==> config.mk <==
export PLATFORM = sky130hd
export DESIGN_NAME = rbd_divider
export DESIGN_NICKNAME = d
export VERILOG_FILES = /design/src/hw/rtl/rbd_pkg.sv /design/src/hw/rtl/rbd_divider.sv
export SDC_FILE = /design/constraint.sdc
export NUM_CORES = 1
export LEC_CHECK = 0
export ABC_AREA = 1
export BUFFER_PORTS_ARGS = -buffer_cell sky130_fd_sc_hd__buf_2
export CAP_MARGIN = 0
export CORE_MARGIN = 2
export CORE_UTILIZATION = 50
export CTS_CLUSTER_DIAMETER = 60
export DETAILED_ROUTE_END_ITERATION = 16
export PLACE_DENSITY = 0.74
export SYNTH_ARGS = -nofsm -noshare
export SYNTH_HDL_FRONTEND = slang
export SYNTH_SLANG_ARGS = --single-unit
==> constraint.sdc <==
create_clock -name clock -period 7.6 [get_ports clock]
set_input_delay 0.38 -clock clock [delete_from_list [all_inputs] [get_ports clock]]
set_output_delay 0.38 -clock clock [all_outputs]
set_load 0.01 [all_outputs]
==> src/hw/rtl/rbd_pkg.sv <==
// ----------------------------------------------------------------------------
// rbd_pkg
// Shared types, constants and helpers of the rgb box downsampler.
// ----------------------------------------------------------------------------
`default_nettype none

package rbd_pkg;

   localparam int DEF_MAX_WIDTH = 2048;
   localparam int DEF_MAX_STEP  = 64;
   localparam int HEIGHT_LIMIT  = 2048;

   localparam int PIX_W  = 8;
   localparam int SUM_W  = 20;
   localparam int WORD_W = 3 * SUM_W;
   localparam int REG_W  = 12;
   localparam int STEP_REG_W = 7;
   // compare width for the width clamp, covers the largest column count
   localparam int CLAMP_W = 14;
   // compare width for the step clamp
   localparam int STEP_CLAMP_W = 9;

   localparam int CSR_AW = 5;
   localparam int CSR_DW = 32;

   typedef enum logic [2:0] {
      REG_IMAGE_WIDTH  = 3'd0,
      REG_IMAGE_HEIGHT = 3'd1,
      REG_BLOCK_COLS   = 3'd2,
      REG_BLOCK_ROWS   = 3'd3,
      REG_AVERAGE_MODE = 3'd4
   } reg_index_type;

   typedef enum logic [1:0] {
      ST_IDLE,
      ST_MODIFY,
      ST_DIVIDE,
      ST_EMIT
   } state_type;

   function automatic logic [PIX_W-1:0] sat8(input logic [SUM_W-1:0] v);
      logic [PIX_W-1:0] r;
      if (v > SUM_W'(255)) begin
         r = 8'hff;
      end else begin
         r = v[PIX_W-1:0];
      end
      return r;
   endfunction

endpackage

`default_nettype wire

==> src/hw/rtl/rbd_divider.sv <==
// ----------------------------------------------------------------------------
// rbd_divider
// Three-lane restoring divider with a shared divisor, one quotient bit a cycle.
// ----------------------------------------------------------------------------
`default_nettype none

module rbd_divider #(
   parameter int DVW = 14
) (
   input  wire logic                               clock,
   input  wire logic                               reset,
   input  wire logic                               start,
   input  wire logic [2:0][rbd_pkg::SUM_W-1:0]     dividend,
   input  wire logic [DVW-1:0]                     divisor,
   output logic                                    done,
   output logic      [2:0][rbd_pkg::SUM_W-1:0]     quotient
);
   import rbd_pkg::*;

   localparam int CNT_W = $clog2(SUM_W + 1);

   logic [2:0][SUM_W-1:0] quo_ff, quo_in;
   logic [2:0][DVW-1:0]   rem_ff, rem_in;
   logic [DVW-1:0]        divisor_ff;
   logic [CNT_W-1:0]      cnt_ff;
   logic                  busy_ff;
   logic                  done_ff;

   logic [2:0][DVW:0]     trial;
   logic [2:0][DVW:0]     diff;

   always_comb begin
      for (int i = 0; i < 3; i++) begin
         trial[i] = {rem_ff[i], quo_ff[i][SUM_W-1]};
         diff[i]  = trial[i] - {1'b0, divisor_ff};
         if (trial[i] >= {1'b0, divisor_ff}) begin
            rem_in[i] = diff[i][DVW-1:0];
            quo_in[i] = {quo_ff[i][SUM_W-2:0], 1'b1};
         end else begin
            rem_in[i] = trial[i][DVW-1:0];
            quo_in[i] = {quo_ff[i][SUM_W-2:0], 1'b0};
         end
      end
   end

   always_ff @(posedge clock) begin
      if (start) begin
         quo_ff     <= dividend;
         rem_ff     <= '0;
         divisor_ff <= divisor;
         cnt_ff     <= '0;
      end else if (busy_ff) begin
         quo_ff <= quo_in;
         rem_ff <= rem_in;
         cnt_ff <= cnt_ff + CNT_W'(1);
      end
   end

   always_ff @(posedge clock) begin
      if (reset) begin
         busy_ff <= 1'b0;
         done_ff <= 1'b0;
      end else if (start) begin
         busy_ff <= 1'b1;
         done_ff <= 1'b0;
      end else if (busy_ff && cnt_ff == CNT_W'(SUM_W - 1)) begin
         busy_ff <= 1'b0;
         done_ff <= 1'b1;
      end
   end

   assign done     = done_ff;
   assign quotient = quo_ff;

endmodule

`default_nettype wire

==> results.py <==
metrics = {
    "timing": {
        "timing.final.max_slew_violations": 0,
        "tightestPinTransition_ns": 1.054,
        "layout_worst_path_cycle_share": 0.3301,
        "hold_viol_final": 0,
        "timing.fmax_mhz": 398.6,
        "timing.final.ws_setup_ns": 5.091,
        "max-slew-margin-rel": 0.2962,
        "setup_violations": 0,
        "clock-skew-final_ns": 0.007951,
        "grt_setup_unrepaired": "no",
        "period_needed_ns": 2.509,
        "totalNegativeSetupSlack_ns": 0,
    },
    "yosys": {
        "synth_area_leader_cell": "edfxtp_1",
        "post_synth_num_cell_types": 41,
        "synth_edf_count": 74,
        "synth-seq-cells": 123,
        "share_of_the_synthesized_area_in_the_top_cell_type": 0.2750,
        "synth_sequential_area_ratio": 0.3963,
        "synthArstFlopShare": 0,
        "synthCells": 1136,
        "avgSynthCellArea_um2": 7.114,
        "mappedNetlistNets": 1259,
        "mappedNetlistArea_mm2": 0.008082,
        "ys_top_cells_by_area": "edfxtp_1 27%, nand2_1 23%, dfxtp_1 12%",
        "ys.warnings.count": 0,
        "ys.flop_type": "edfxtp_1",
    },
    "global_routing": {
        "grt_antenna_before_repair": 0,
        "grt_remaining_overflow": 0,
        "grt_first_pass_wirelength_um": 34640,
        "grt_max_degree": 78,
        "grt_pass1_vias": 7135,
        "global_route.usage.total": 0.2479,
    },
    "clock_network": {
        "cts.root.buffer_cell": "clkbuf_16",
        "clkSlewWorstSetupHoldPaths_ns": 0.06,
        "post_cts_setup_repair_buffer_count": 0,
        "hold_buffers": 0,
        "buffer_depth_of_the_longest_clock_path": 2,
        "post_cts_resized": 0,
        "clk_latency_ns": 0.42,
        "numClockSinks": 123,
        "htreeDepth": 4,
        "numCtsBuffers": 17,
        "tritoncts_clock_tree": "yes",
    },
    "worst_setup_path": {
        "worst-r2r-setup-slack_ns": 5.14,
        "cpMostUsedCell": "buf_4",
        "critPathMaxStageDelay_ns": 0.61,
        "worst-setup-path-type": "in2reg",
        "worstPathCellList": "buf_2 > buf_4 > nor2_2 > buf_4 > inv_2 > buf_4",
        "cp-start-kind": "input pin",
        "worstRegToRegCells": 11,
        "crit-reg2reg-launch": "divisor_ff[1]",
        "crit_path_end": "quotient[20]",
        "crit_path_top_delay_cell": "buf_4",
        "crit_fanout": 77,
        "regToRegEndpoint": "rem_ff[15]",
        "worstPathArrival_ns": 2.56,
        "origin_of_the_worst_setup_path": "start",
        "critPathCaptureType": "register",
        "critical_path_required_ns": 7.65,
    },
    "final_layout": {
        "post_layout_nonfiller_instances": 1494,
        "area_growth_syn_to_layout_pct": 17.22,
        "utilization": 0.5985,
        "commonest_cells_after_routing_fill_and_taps_aside": "486 x nand2_1, 156 x inv_1, 137 x buf_2",
        "drive_gt1_frac": 0.1620,
        "layout.cells.most_common": "nand2_1",
        "layout.nets": 1388,
        "diodes": 0,
        "layout.filler_cells": 1438,
    },
    "drt": {
        "dr_total_vias": 7503,
        "wl_um": 20920,
        "initialDrtViolationCount": 558,
        "drcViolationCount": 0,
        "post_drt_via_cell_ratio": 5.022,
        "wire_per_inst_um": 14.00,
        "final_antenna_net_count": 0,
        "detail_route.first_pass.iterations": 5,
    },
    "placement": {
        "dpl_worst_slack_ns": 4.678,
        "gpl.final_weighted_congestion": 0.9170,
        "place.detailed.hpwl_um": 14740,
        "dpl.cell_count": 1462,
        "port_buffers": 137,
    },
    "power_and_ir_drop": {
        "irDropWorstVdd_mv": 0.2055,
        "power_density_mw_per_mm2": 196.6,
        "power_leakage_nw": 5.081,
    },
    "die": {
        "fp.dieW_um": 131.1,
        "floorplan.rows": 46,
        "io_pins": 138,
        "die_area_mm2": 0.01720,
        "floorplan.initialDensity": 0.5106,
        "core-area_mm2": 0.01583,
        "dieHeight_um": 131.1,
    },
    "hold_path": {
        "hp-class": "in2reg",
    },
    "outcome": {
        "outcome": "finished clean",
    },
    "run": {
        "timing.max_cap.violations": 0,
    },
}
-- where the power goes --
group	switching, mW	internal (mW)
clock	0.319	0.485
sequential	0.0274	0.760
combinational	0.172	0.0981
total	0.519	1.34
-- synth_stat cells (7+ instances only) --
cell type,n
buf_2,7
nand2_2,8
a21oi_1,17
nand4_1,13
inv_1,158
ha_1,43
o21ai_0,16
nand3_1,108
dfxtp_1,49
nor2_1,44
xnor2_1,13
nand3b_1,24
clkbuf_1,14
edfxtp_1,74
nand2_1,486
-- metrics by stage --
stage	total power, mW	area (µm²)	hold WS [ns]
final	1.862	9473	0.1346
after global routing	1.938	9473	0.1178
after CTS	1.870	9473	0.1220
after detailed placement	1.068	8899	0.4503
after global placement	1.064	8899	0.4399
after floorplan	0.9652	8082	0.4392
-- worst max-delay path, delay by kind of cell --
| kind | cells | cell delay [ns] |
|---|---|---|
| buffers and inverters | 5 | 2.03 |
| AND/OR/NAND/NOR | 1 | 0.03 |
-- sequential cells by signal (all words and copies together), names as in the netlist --
name and flops:
cnt_ff 5, divisor_ff 14, busy_ff 1, rem_ff 42, done 1, quotient 60
-- how the worst min path moves through the flow --
stage	startpoint	endpoint	cells past startpoint
2_1_floorplan	rem_ff[27]	rem_ff[27]	2
3_3_place_gp	done	done	2
3_5_place_dp	done	done	2
4_1_cts	divisor[2]	divisor_ff[2]	1
5_1_grt	divisor[11]	divisor_ff[11]	1
6_report	divisor[2]	divisor_ff[2]	1
-- cells by family (layout without fill, tap and decap cells) --
family | Yosys count | count (layout) | share of synthesized area
adder cells (fa/ha/maj) | 46 | 46 | 0.07401
XOR/XNOR | 17 | 17 | 0.01842
buffers and inverters | 192 | 334 | 0.09630
AO/OA/AOI/OAI | 46 | 46 | 0.03220
AND/OR/NAND/NOR | 712 | 712 | 0.3827
flip-flops | 123 | 123 | 0.3963
-- cell type report --
class	count	area (µm²)	share of cell area
Inverter	161	604.3	0.06380
Timing Repair Buffer	141	715.7	0.07555
Sequential cell	123	3203	0.3381
Clock inverter	13	141.4	0.01493
Tap cell	216	270.3	0.02853
Clock buffer	19	432.9	0.04570
Multi-Input combinational cell	821	4105	0.4334
-- layer usage --
| metal | track usage | wire, µm | up-vias |
|---|---|---|---|
| met4 | 0.07548 | 412 | 0 |
| li1 | - | - | 3844 |
| met5 | 0 | 0 | - |
| met1 | 0.3251 | 9709 | 3383 |
| met2 | 0.4067 | 9375 | 250 |
| met3 | 0.06096 | 1423 | 26 |
Note: power is estimated with default switching activity, not from simulation.
